==> src/sv/i2cbl_pkg.sv <==
`default_nettype none

package i2cbl_pkg;

  // width of the phase delay counter
  localparam int DELAY_BITS = 16;

  // field widths
  localparam int ACTION_W = 3;
  localparam int BYTE_W   = 8;
  localparam int PTICK_W  = 16;
  localparam int PHASE_W  = 3;
  localparam int BITCNT_W = 3;
  localparam int SERR_W   = 2;

  // stream widths (whole bytes)
  localparam int IN_TDATA_W  = 16;
  localparam int OUT_TDATA_W = 16;

  // reset value of the phase length register
  localparam logic [PTICK_W-1:0] PTICK_RESET = PTICK_W'(58);

  // action codes
  localparam logic [ACTION_W-1:0] ACT_NONE      = 3'd0;
  localparam logic [ACTION_W-1:0] ACT_START     = 3'd1;
  localparam logic [ACTION_W-1:0] ACT_STOP      = 3'd2;
  localparam logic [ACTION_W-1:0] ACT_WRITE     = 3'd3;
  localparam logic [ACTION_W-1:0] ACT_READ_ACK  = 3'd4;
  localparam logic [ACTION_W-1:0] ACT_READ_NACK = 3'd5;

  // start outcome codes
  localparam logic [SERR_W-1:0] SERR_OK       = 2'd0;
  localparam logic [SERR_W-1:0] SERR_BUS_BUSY = 2'd1;
  localparam logic [SERR_W-1:0] SERR_STUCK_HI = 2'd2;

  // one result, scl in the lowest bit
  typedef struct packed {
    logic [SERR_W-1:0] start_error;
    logic              ack_ok;
    logic [BYTE_W-1:0] rx_byte;
    logic              done_res;
    logic              busy_res;
    logic              sda_level;
    logic              scl_level;
  } i2cbl_res_t;

  // ticks per bus phase: zero counts as one, saturates at the counter range
  function automatic logic [DELAY_BITS-1:0] phase_len(input logic [PTICK_W-1:0] ticks);
    logic [31:0] t;
    logic [31:0] maxv;
    maxv = 32'({DELAY_BITS{1'b1}});
    t    = 32'(ticks);
    if (t == 32'd0) t = 32'd1;
    if (t > maxv) t = maxv;
    return t[DELAY_BITS-1:0];
  endfunction

endpackage

`default_nettype wire

==> src/sv/i2cbl_step.sv <==
`default_nettype none

module i2cbl_step (
  input  wire logic                                 clk,
  input  wire logic                                 rst_n,
  input  wire logic                                 step_en,
  input  wire logic [i2cbl_pkg::ACTION_W-1:0]       action,
  input  wire logic [i2cbl_pkg::BYTE_W-1:0]         data_byte,
  input  wire logic                                 sda_in,
  input  wire logic [i2cbl_pkg::PTICK_W-1:0]        phase_ticks,
  output i2cbl_pkg::i2cbl_res_t                     res
);

  typedef enum logic [2:0] {
    ST_IDLE, ST_START, ST_STOP, ST_WRITE, ST_READ_ACK, ST_READ_NACK
  } cmd_state_t;

  cmd_state_t                             cmd_r, cmd_nxt;
  logic [i2cbl_pkg::PHASE_W-1:0]          phase_r, phase_nxt;
  logic [i2cbl_pkg::BITCNT_W-1:0]         bcnt_r, bcnt_nxt;
  logic [i2cbl_pkg::DELAY_BITS-1:0]       dcnt_r, dcnt_nxt, dcnt_dec;
  logic [i2cbl_pkg::BYTE_W-1:0]           shift_r, shift_nxt;
  logic                                   scl_r, scl_nxt;
  logic                                   sda_r, sda_nxt;
  logic                                   ack_r, ack_nxt;
  logic [i2cbl_pkg::SERR_W-1:0]           serr_r, serr_nxt;
  logic [i2cbl_pkg::BYTE_W-1:0]           rx_r, rx_nxt;
  logic                                   finish;
  logic                                   enter;
  logic                                   done;

  // next state for one tick
  always_comb begin
    cmd_nxt   = cmd_r;
    phase_nxt = phase_r;
    bcnt_nxt  = bcnt_r;
    shift_nxt = shift_r;
    scl_nxt   = scl_r;
    sda_nxt   = sda_r;
    ack_nxt   = ack_r;
    serr_nxt  = serr_r;
    rx_nxt    = rx_r;
    finish    = 1'b0;
    enter     = 1'b0;
    done      = 1'b0;
    dcnt_dec  = (dcnt_r != '0) ? dcnt_r - 1'b1 : '0;
    dcnt_nxt  = dcnt_r;

    if (cmd_r != ST_IDLE) begin
      dcnt_nxt = dcnt_dec;
      if (dcnt_dec == '0) begin
        // end of the current phase
        case (cmd_r)
          ST_START: begin
            if (phase_r == 3'd0) begin
              if (!sda_in) begin
                serr_nxt = i2cbl_pkg::SERR_BUS_BUSY;
                finish   = 1'b1;
              end else begin
                phase_nxt = 3'd1;
              end
            end else if (phase_r == 3'd1) begin
              if (sda_in) begin
                serr_nxt = i2cbl_pkg::SERR_STUCK_HI;
                finish   = 1'b1;
              end else begin
                phase_nxt = 3'd2;
              end
            end else begin
              serr_nxt = i2cbl_pkg::SERR_OK;
              finish   = 1'b1;
            end
          end
          ST_STOP: begin
            if (phase_r >= 3'd3) finish = 1'b1;
            else phase_nxt = phase_r + 1'b1;
          end
          ST_WRITE: begin
            if (phase_r == 3'd1) begin
              shift_nxt = {shift_r[i2cbl_pkg::BYTE_W-2:0], 1'b0};
              phase_nxt = 3'd2;
            end else if (phase_r == 3'd2) begin
              if (bcnt_r != 3'd7) begin
                bcnt_nxt  = bcnt_r + 1'b1;
                phase_nxt = 3'd0;
              end else begin
                phase_nxt = 3'd3;
              end
            end else if (phase_r >= 3'd5) begin
              ack_nxt = ~sda_in;
              scl_nxt = 1'b0;
              finish  = 1'b1;
            end else begin
              phase_nxt = phase_r + 1'b1;
            end
          end
          ST_READ_ACK, ST_READ_NACK: begin
            if (phase_r == 3'd1) begin
              shift_nxt = {shift_r[i2cbl_pkg::BYTE_W-2:0], sda_in};
              if (bcnt_r != 3'd7) begin
                bcnt_nxt  = bcnt_r + 1'b1;
                phase_nxt = 3'd0;
              end else begin
                rx_nxt    = {shift_r[i2cbl_pkg::BYTE_W-2:0], sda_in};
                phase_nxt = 3'd2;
              end
            end else if (phase_r >= 3'd5) begin
              finish = 1'b1;
            end else begin
              phase_nxt = phase_r + 1'b1;
            end
          end
          default: finish = 1'b1;
        endcase
        if (finish) begin
          cmd_nxt   = ST_IDLE;
          phase_nxt = '0;
          bcnt_nxt  = '0;
          done      = 1'b1;
        end else begin
          enter = 1'b1;
        end
      end
    end else begin
      // command decode while idle
      unique case (action)
        i2cbl_pkg::ACT_START:     cmd_nxt = ST_START;
        i2cbl_pkg::ACT_STOP:      cmd_nxt = ST_STOP;
        i2cbl_pkg::ACT_WRITE:     cmd_nxt = ST_WRITE;
        i2cbl_pkg::ACT_READ_ACK:  cmd_nxt = ST_READ_ACK;
        i2cbl_pkg::ACT_READ_NACK: cmd_nxt = ST_READ_NACK;
        default:                  cmd_nxt = ST_IDLE;
      endcase
      if (cmd_nxt != ST_IDLE) begin
        phase_nxt = '0;
        bcnt_nxt  = '0;
        shift_nxt = (cmd_nxt == ST_WRITE) ? data_byte : '0;
        enter     = 1'b1;
      end
    end

    // line drive at the start of the next phase
    if (enter) begin
      case (cmd_nxt)
        ST_START: begin
          if (phase_nxt == 3'd0) begin
            sda_nxt = 1'b1;
            scl_nxt = 1'b1;
          end else begin
            sda_nxt = 1'b0;
          end
        end
        ST_STOP: begin
          if (phase_nxt == 3'd0)      scl_nxt = 1'b0;
          else if (phase_nxt == 3'd1) sda_nxt = 1'b0;
          else if (phase_nxt == 3'd2) scl_nxt = 1'b1;
          else                        sda_nxt = 1'b1;
        end
        ST_WRITE: begin
          if (phase_nxt == 3'd0 || phase_nxt == 3'd3) scl_nxt = 1'b0;
          else if (phase_nxt == 3'd1) sda_nxt = shift_nxt[i2cbl_pkg::BYTE_W-1];
          else if (phase_nxt == 3'd4) sda_nxt = 1'b1;
          else                        scl_nxt = 1'b1;
        end
        default: begin
          if (phase_nxt == 3'd0) begin
            if (bcnt_nxt == '0) sda_nxt = 1'b1;
            scl_nxt = 1'b0;
          end else if (phase_nxt == 3'd1 || phase_nxt == 3'd4) begin
            scl_nxt = 1'b1;
          end else if (phase_nxt == 3'd3) begin
            sda_nxt = (cmd_nxt == ST_READ_NACK);
          end else begin
            scl_nxt = 1'b0;
          end
        end
      endcase
      dcnt_nxt = i2cbl_pkg::phase_len(phase_ticks);
    end
  end

  // state registers, advanced once per accepted tick
  always_ff @(posedge clk) begin
    if (!rst_n) begin
      cmd_r   <= ST_IDLE;
      phase_r <= '0;
      bcnt_r  <= '0;
      dcnt_r  <= '0;
      shift_r <= '0;
      scl_r   <= 1'b1;
      sda_r   <= 1'b1;
      ack_r   <= 1'b0;
      serr_r  <= i2cbl_pkg::SERR_OK;
      rx_r    <= '0;
    end else if (step_en) begin
      cmd_r   <= cmd_nxt;
      phase_r <= phase_nxt;
      bcnt_r  <= bcnt_nxt;
      dcnt_r  <= dcnt_nxt;
      shift_r <= shift_nxt;
      scl_r   <= scl_nxt;
      sda_r   <= sda_nxt;
      ack_r   <= ack_nxt;
      serr_r  <= serr_nxt;
      rx_r    <= rx_nxt;
    end
  end

  // result of this tick
  assign res.scl_level   = scl_nxt;
  assign res.sda_level   = sda_nxt;
  assign res.busy_res    = (cmd_nxt != ST_IDLE);
  assign res.done_res    = done;
  assign res.rx_byte     = rx_nxt;
  assign res.ack_ok      = ack_nxt;
  assign res.start_error = serr_nxt;

  // idle leaves no phase or bit position behind
  a_idle_clean: assert property (@(posedge clk) disable iff (!rst_n)
    (cmd_r == ST_IDLE) |-> (phase_r == '0 && bcnt_r == '0))
    else $error("idle with phase or bit count left over");

  // a running command always has a phase timer loaded
  a_busy_timer: assert property (@(posedge clk) disable iff (!rst_n)
    (cmd_r != ST_IDLE) |-> (dcnt_r != '0))
    else $error("command running with empty phase timer");

  // no command goes past its sixth phase
  a_phase_range: assert property (@(posedge clk) disable iff (!rst_n)
    phase_r <= 3'd5)
    else $error("phase out of range");

  // bit position moves only in byte transfers
  a_bcnt_bytes: assert property (@(posedge clk) disable iff (!rst_n)
    (cmd_r == ST_START || cmd_r == ST_STOP) |-> (bcnt_r == '0))
    else $error("bit count moved outside a byte transfer");

  // a held tick leaves the state alone
  a_hold: assert property (@(posedge clk) disable iff (!rst_n)
    !step_en |=> ($stable(cmd_r) && $stable(dcnt_r) && $stable(phase_r)))
    else $error("state moved without a tick");

endmodule

`default_nettype wire

==> src/sv/i2cbl_out_reg.sv <==
`default_nettype none

module i2cbl_out_reg (
  input  wire logic                                   clk,
  input  wire logic                                   rst_n,
  input  wire logic                                   res_valid,
  output logic                                        res_ready,
  input  wire i2cbl_pkg::i2cbl_res_t                  res,
  output logic                                        out_tvalid,
  input  wire logic                                   out_tready,
  output logic [i2cbl_pkg::OUT_TDATA_W-1:0]           out_tdata
);

  logic                   valid_r;
  i2cbl_pkg::i2cbl_res_t  data_r;
  logic                   load;

  // free when empty or when the held result leaves this cycle
  assign res_ready = !valid_r || out_tready;
  assign load      = res_valid && res_ready;

  always_ff @(posedge clk) begin
    if (!rst_n) begin
      valid_r <= 1'b0;
    end else if (res_ready) begin
      valid_r <= res_valid;
    end
  end

  // payload needs no reset
  always_ff @(posedge clk) begin
    if (load) begin
      data_r <= res;
    end
  end

  assign out_tvalid = valid_r;
  assign out_tdata  = i2cbl_pkg::OUT_TDATA_W'(data_r);

endmodule

`default_nettype wire

==> src/sv/i2c_bit_level_master_core.sv <==
// channel  | direction | tdata fields, lowest bit up
// ---------+-----------+-----------------------------------------------------------
// in_      | slave     | action[2:0], data_byte[10:3], sda_in[11], zero[15:12]
// out_     | master    | scl_level[0], sda_level[1], busy_res[2], done_res[3],
//          |           | rx_byte[11:4], ack_ok[12], start_error[14:13], zero[15]
// cfg_     | write     | phase_ticks[15:0]
//
// one tick item per clock unless out_ stalls; each accepted tick gives exactly one registered result
// the whole tick update is one pass of logic between the state registers and the
// output register; bus timing is paced by the phase counter, not by the clock
// rst_n is synchronous: lines released, idle, phase_ticks back to 58
// a stalled output holds its result and stops new ticks until it is taken
// cfg_ready is always high; a new phase_ticks applies from the next bus phase
`default_nettype none

module i2c_bit_level_master_core (
  input  wire logic                                   clk,
  input  wire logic                                   rst_n,
  input  wire logic                                   in_tvalid,
  output logic                                        in_tready,
  // action[2:0], data_byte[10:3], sda_in[11], zero[15:12]
  input  wire logic [i2cbl_pkg::IN_TDATA_W-1:0]       in_tdata,
  output logic                                        out_tvalid,
  input  wire logic                                   out_tready,
  // scl_level[0], sda_level[1], busy_res[2], done_res[3], rx_byte[11:4],
  // ack_ok[12], start_error[14:13], zero[15]
  output logic [i2cbl_pkg::OUT_TDATA_W-1:0]           out_tdata,
  input  wire logic                                   cfg_valid,
  output logic                                        cfg_ready,
  input  wire logic [i2cbl_pkg::PTICK_W-1:0]          cfg_data
);

  logic [i2cbl_pkg::PTICK_W-1:0]  ptick_r;
  logic                           in_xfer;
  i2cbl_pkg::i2cbl_res_t          step_res;

  // phase length register
  assign cfg_ready = 1'b1;

  always_ff @(posedge clk) begin
    if (!rst_n) begin
      ptick_r <= i2cbl_pkg::PTICK_RESET;
    end else if (cfg_valid && cfg_ready) begin
      ptick_r <= cfg_data;
    end
  end

  // input transfer
  assign in_xfer = in_tvalid && in_tready;

  i2cbl_step u_step (
    .clk         (clk),
    .rst_n       (rst_n),
    .step_en     (in_xfer),
    .action      (in_tdata[2:0]),
    .data_byte   (in_tdata[10:3]),
    .sda_in      (in_tdata[11]),
    .phase_ticks (ptick_r),
    .res         (step_res)
  );

  i2cbl_out_reg u_out_reg (
    .clk        (clk),
    .rst_n      (rst_n),
    .res_valid  (in_tvalid),
    .res_ready  (in_tready),
    .res        (step_res),
    .out_tvalid (out_tvalid),
    .out_tready (out_tready),
    .out_tdata  (out_tdata)
  );

endmodule

`default_nettype wire

==> config.mk <==
export PLATFORM = sky130hd
export DESIGN_NAME = i2c_bit_level_master_core
export DESIGN_NICKNAME = d
export VERILOG_FILES = /design/src/sv/i2cbl_pkg.sv /design/src/sv/i2cbl_step.sv /design/src/sv/i2cbl_out_reg.sv /design/src/sv/i2c_bit_level_master_core.sv
export SDC_FILE = /design/constraint.sdc
export NUM_CORES = 1
export LEC_CHECK = 0
export BUFFER_PORTS_ARGS = -buffer_cell sky130_fd_sc_hd__buf_2
export CAP_MARGIN = 20
export CORE_UTILIZATION = 40
export CTS_BUF_LIST = sky130_fd_sc_hd__clkbuf_4 sky130_fd_sc_hd__clkbuf_8
export DETAILED_ROUTE_END_ITERATION = 10
export PLACE_DENSITY = 0.55
export SLEW_MARGIN = 10
export SYNTH_ARGS = -nofsm -noshare
export SYNTH_HDL_FRONTEND = slang
export SYNTH_SLANG_ARGS = --single-unit
==> constraint.sdc <==
create_clock -name clk -period 5.8 [get_ports clk]
set_clock_uncertainty 0.2 [all_clocks]
set_input_delay 0.87 -clock clk [delete_from_list [all_inputs] [get_ports clk]]
set_output_delay 0.87 -clock clk [all_outputs]
set_load 0.02 [all_outputs]
# Word level (Yosys, flattened, before mapping)
# Cells that the tools add are included.
dict set report totals {
  ff_bits 78
  inputBits 37
  out_inout_bits 19
  elab_cells 182
}
dict set report op_classes {
  n_addsub 3
  n_lt_le_gt_ge 3
  eq_ne 26
  n_mux 109
  n_bitwise 1
  n_reduce_logical 20
}
# cell n
set op_table {}
lappend op_table {{$mux W8} 11}
lappend op_table {{$mux W16} 5}
lappend op_table {{$mux W3} 25}
lappend op_table {{$mux W1} 51}
lappend op_table {{$gt A32 B16 Y1 const B} 1}
lappend op_table {{$logic_not A16 Y1} 2}
lappend op_table {{$mux W32} 1}
lappend op_table {{$eq A3 B2 Y1 const B} 10}
lappend op_table {{$eq A3 B3 Y1 const B} 6}
lappend op_table {{$mux W2} 9}
lappend op_table {{$pmux W8 S2} 1}
lappend op_table {{$reduce_bool A16 Y1} 1}
lappend op_table {{$sub A16 B1 Y16 const B} 1}
lappend op_table {{$eq A3 B1 Y1 const B} 5}
lappend op_table {{$pmux W3 S5} 1}
lappend op_table {{$ne A3 B3 Y1 const B} 4}
lappend op_table {{$pmux W3 S4} 1}
lappend op_table {{$logic_not A3 Y1} 3}
lappend op_table {{$reduce_bool A3 Y1} 3}
lappend op_table {{$add A3 B1 Y3 const B} 2}
lappend op_table {{$pmux W1 S3} 2}
lappend op_table {{$pmux W3 S2} 1}
lappend op_table {{$reduce_and A6 Y1} 1}
lappend op_table {{$pmux W1 S4} 1}
lappend op_table {{other kinds (10)} 14}

# Depth between registers and ports, before layout
dict set report logic_depth {
  ltp_word 16
  mapped_depth 16
  depth_no_buf 13
}

# Modules after synthesis
# A second synthesis with hierarchy kept.
dict set report hier_totals {
  hier_cells 562
  hier_area_um2 4959.8
}
# mod n_inst cells_each area_each_um2
set modules_own_cells {}
lappend modules_own_cells {i2cbl_step 1 486 3817.4}
lappend modules_own_cells {i2c_bit_level_master_core 1 54 623.1}
lappend modules_own_cells {i2cbl_out_reg 1 22 519.2}

# Least setup slack after synthesis
# No wires, ideal clock.
dict set report synth_path {
  kind {register -> register}
  from {reg u_step.dcnt_r[0] in the netlist's numbering}
  to {reg u_out_reg.data_r, in the netlist u_out_reg.out_tdata[1], data pin}
  t_arrival_ns 3.599
  path_slack_ns 1.855
  stages_incl_launch_ff 14
  path_buffers 0
  synth_period_minus_slack_ns 3.945
  cell_sequence {dfxtp_1 inv_1 ha_1 or4b_1 or3_4 a221o_1 a221oi_2 a31o_2 a21oi_2 a22o_4 or4_4 a2bb2oi_2 nor4_1 a21oi_1}
}
# item line_no
set synth_rtl {}
lappend synth_rtl {{start: declaration} i2cbl_step.sv:21} ;# logic [i2cbl_pkg::DELAY_BITS-1:0] dcnt_r, dcnt_nxt, dcnt_dec;
lappend synth_rtl {{start signal: assignment} i2cbl_step.sv:199} ;# dcnt_r <= dcnt_nxt;
lappend synth_rtl {{end signal: assignment} i2cbl_out_reg.sv:33} ;# data_r <= res;
lappend synth_rtl {{end: declaration} i2cbl_out_reg.sv:15} ;# i2cbl_pkg::i2cbl_res_t data_r;

# Final worst setup path
dict set report layout_path {
  from {reg u_step.dcnt_r[0] in the netlist's numbering}
  to {reg u_step.dcnt_r[8] in the netlist's numbering}
}
dict set report layout_via {
  elab_chain_len 7
}
# item line_no
set layout_rtl {}
lappend layout_rtl {{$sub A16 B1 Y16 / $reduce_bool A16 Y1 (equally long branches)} i2cbl_step.sv:46} ;# dcnt_dec = (dcnt_r != '0) ? dcnt_r - 1'b1 : '0;
lappend layout_rtl {{$mux W16 *} i2cbl_step.sv:46}
lappend layout_rtl {{$logic_not A16 Y1} i2cbl_step.sv:51} ;# if (dcnt_dec == '0) begin
lappend layout_rtl {{$mux W1} i2cbl_step.sv:51}
lappend layout_rtl {{$mux W1} i2cbl_step.sv:49} ;# if (cmd_r != ST_IDLE) begin
lappend layout_rtl {{$reduce_bool A2 Y1 (no source line)} --}
lappend layout_rtl {{$reduce_and A2 Y1 (no source line)} --}
# Every way passes the cells marked *; elsewhere a longest branch is shown, timed or not. The select of a mux whose other input is x is not followed.
# A chain may end at the register's enable or synchronous reset.

==> results_dict.tcl <==
set metrics [dict create \
    status "finished, final reports clean" \
    grt_max_degree 64 \
    crit_fanout 22 \
    synth_area_per_cell_um2 8.27 \
    cts.sinks 78 \
    synthesis.nets 631 \
    pwr-share-comb_pct 33.1 \
    cp-end-kind "register" \
    maxSlewViolCount 0 \
    cts_tree "built" \
    ys_top_cells_by_area "dfxtp_1, edfxtp_1, nand2_1, mux2i_1, nor2_1" \
    num_io_pins 56 \
    dieArea_mm2 0.0126 \
    fin_nets 660 \
    gp_congestion 0.868 \
    crit_start "u_step.dcnt_r[0]$_SDFFE_PN0P_" \
    intPower_mw 1.03 \
    swShare_pct 36.3 \
    worstPathCellList "inv_1 -> ha_1 -> or4b_1 -> or3_4 -> a221o_1 -> a221oi_2 -> a31o_2 -> nand2_1 -> o21ai_2 -> buf_4 -> a2111oi_0 -> a21oi_1 -> o21ai_0 -> and2_1" \
    p_leak_nw 2.28 \
    row_count 39 \
    ant_nets 0 \
    dr.pass1.iters 5 \
    cts_setup_buffers 0 \
    synth_seq_cells 78 \
    ys.flop_type "dfxtp_1" \
    arrival_ps 4890 \
    yosys.area.top_type "dfxtp_1" \
    hp-start "u_step.bcnt_r[1]$_SDFFE_PN0P_" \
    seq_power_share_pct 40.0 \
    r2r-start "u_step.dcnt_r[0]$_SDFFE_PN0P_" \
    crit_family "compound AO/OA/AOI/OAI gates" \
    start_util_pct 41.8 \
    power_density_mw_per_mm2 299 \
    min_delay_path_depth 2 \
    critical_path_class "reg2reg" \
    crit_required_ps 5860 \
    clock_tree.root_cell "clkbuf_8" \
    fmax_mhz 207 \
    cts_buffer_depth 2 \
    fin_crit_sh_pct 83.2 \
    ys_top_cells_by_count "nand2_1, dfxtp_1, nor2_1, a21oi_1, clkbuf_1" \
    synthDistinctLibCells 73 \
    ys_seq_area_share_pct 35.2 \
    drive_gt1_share_pct 16.1 \
    cp-start-kind "register" \
    core_area_mm2 0.0116 \
    yosysTopAreaCellShare_pct 26.0 \
    grt_overflow 0 \
    relSlewSlack_pct 39.8 \
    async_flop_share_pct 0 \
    syn_inst 587 \
    ctsHtreeMaxLevel 3 \
    yosysMostFrequentCell "nand2_1" \
    setup_violations 0 \
    maxCapViolCount 0 \
    totalNegativeSetupSlack_ps 0 \
    rsz0062_at_grt "no" \
    syn_area_mm2 0.00486 \
    r2r_cells 14 \
    power_frac_clock_pct 26.9 \
    io_buffers 49 \
    yosysWarnings 0 \
    grtUsageTotal_pct 21.2 \
    insertion_delay_ps 370 \
    viasPerCell 5.91 \
    cts_resized 0 \
    clkSlewWorstSetupHoldPaths_ps 80 \
    numCtsBuffers 9 \
    ir_drop_v 0.000149 \
    area_growth_syn_to_layout_pct 11.3 \
    drt_iter0_markers 356 \
    dpl.hpwl_um 9110 \
    critical_path_buf_inv_count 2 \
    synth-edff-count 15 \
    routedWlPerCell_um 16.9 \
    hold_viol_final 0 \
    cpMaxStageDelayCell "or4b_1" \
    diodes 0 \
    dieWidth_um 112 \
    slowest_delay_ps 540 \
    die_h_um 112 \
    via_count 4516 \
    p_total_mw 1.62 \
    worst_pin_slew_ps 903 \
    period_needed_ps 4830 \
    drc_errors 0 \
    min_path_type "reg2reg" \
    grt_pass1_wl_um 21000 \
    cts_hold_buf 0 \
    antenna_found_initial 0 \
    wl_um 12900 \
    grt_pass1_vias 4056 \
    cp_num_cells 14 \
    p_switching_mw 0.588 \
]
logic make-up after synthesis:
group | share of synthesized area (%)
simple gates | 27.3
compound gates | 22.9
flops | 35.2
buf+inv | 4.95
mux | 6.59
fa+ha+maj | 1.80
xor+xnor | 1.08
other cells | 0.155
worst paths after layout:
check,to,slack (ps)
worst max-delay path,u_step.dcnt_r[8]$_SDFFE_PN0P_,970
worst min-delay path,u_step.bcnt_r[1]$_SDFFE_PN0P_,280
worst max register to register,u_step.dcnt_r[8]$_SDFFE_PN0P_,970
worst min register to register,u_step.bcnt_r[1]$_SDFFE_PN0P_,280
stage by stage:
stage	util (%)	hold slack [ps]	area [um2]	cells	setup slack [ps]
final	46.6	284	5410	764	973
after global routing	46.6	315	5410	764	740
after CTS	46.4	293	5390	763	1030
after detailed placement	44.6	279	5180	747	1070
after global placement	44.6	273	5180	747	1090
after floorplan	-	253	4860	587	1850
final cells by class:
cell class | instances | area (um2)
inverters | 21 | 78.8
fillers | 1194 | 6210
clock inverters | 4 | 55.1
clock buffers | 12 | 153
flip-flops and latches | 78 | 1710
multi-input cells | 449 | 2910
repair buffers | 57 | 318
well taps | 143 | 179
power by group through the flow:
stage	Clock, mW	Combinational [mW]	Sequential [mW]
2_1_floorplan	0	0.407	0.650
5_1_grt	0.473	0.592	0.656
6_report	0.435	0.536	0.648
3_3_place_gp	0	0.523	0.659
3_5_place_dp	0	0.529	0.659
4_1_cts	0.451	0.532	0.647
registers in the layout, summed over array words and instances (netlist names), 2 cells and up:
name,flops
u_step.dcnt_r,16
u_step.rx_r,8
u_step.cmd_r,3
u_step.bcnt_r,3
u_step.serr_r,2
ptick_r,16
u_step.shift_r,8
u_step.phase_r,3
u_out_reg.out_tdata,15
routing by layer:
metal / GRT usage (%) / wire (um) / vias up
li1: - / - / 2205
met1: 31.3 / 6520 / 2179
met2: 31.0 / 5630 / 123
met3: 3.73 / 648 / 9
met4: 7.11 / 130 / 0
met5: 0 / 0 / -
layout by cell type, fill, tap and decap left out, types with 6 or more instances in the layout:
master,Yosys,routed
o211a_1,15,15
buf_2,6,49
mux2_2,8,8
ha_1,7,7
nor2b_1,21,21
nor2_1,47,47
nor4_1,13,13
clkbuf_8,0,10
dfxtp_1,63,63
edfxtp_1,15,15
buf_4,2,7
inv_1,21,21
nand3_1,13,13
mux2i_1,23,23
o21ai_0,25,24
a21boi_0,6,6
a22oi_1,10,10
o22ai_1,8,8
or3_1,10,10
and2_1,11,11
nor3b_1,15,15
nand2b_1,11,11
and3_1,9,9
a21oi_1,33,33
nor3_1,13,13
nand2_1,65,65
worst min-delay path, delay by kind of cell, from the launching register on:
family          cells  cell delay [ps]
compound gates      1               60
simple gates        1               50
flops               1              330
No activity file was read; power rests on OpenSTA's default activity.
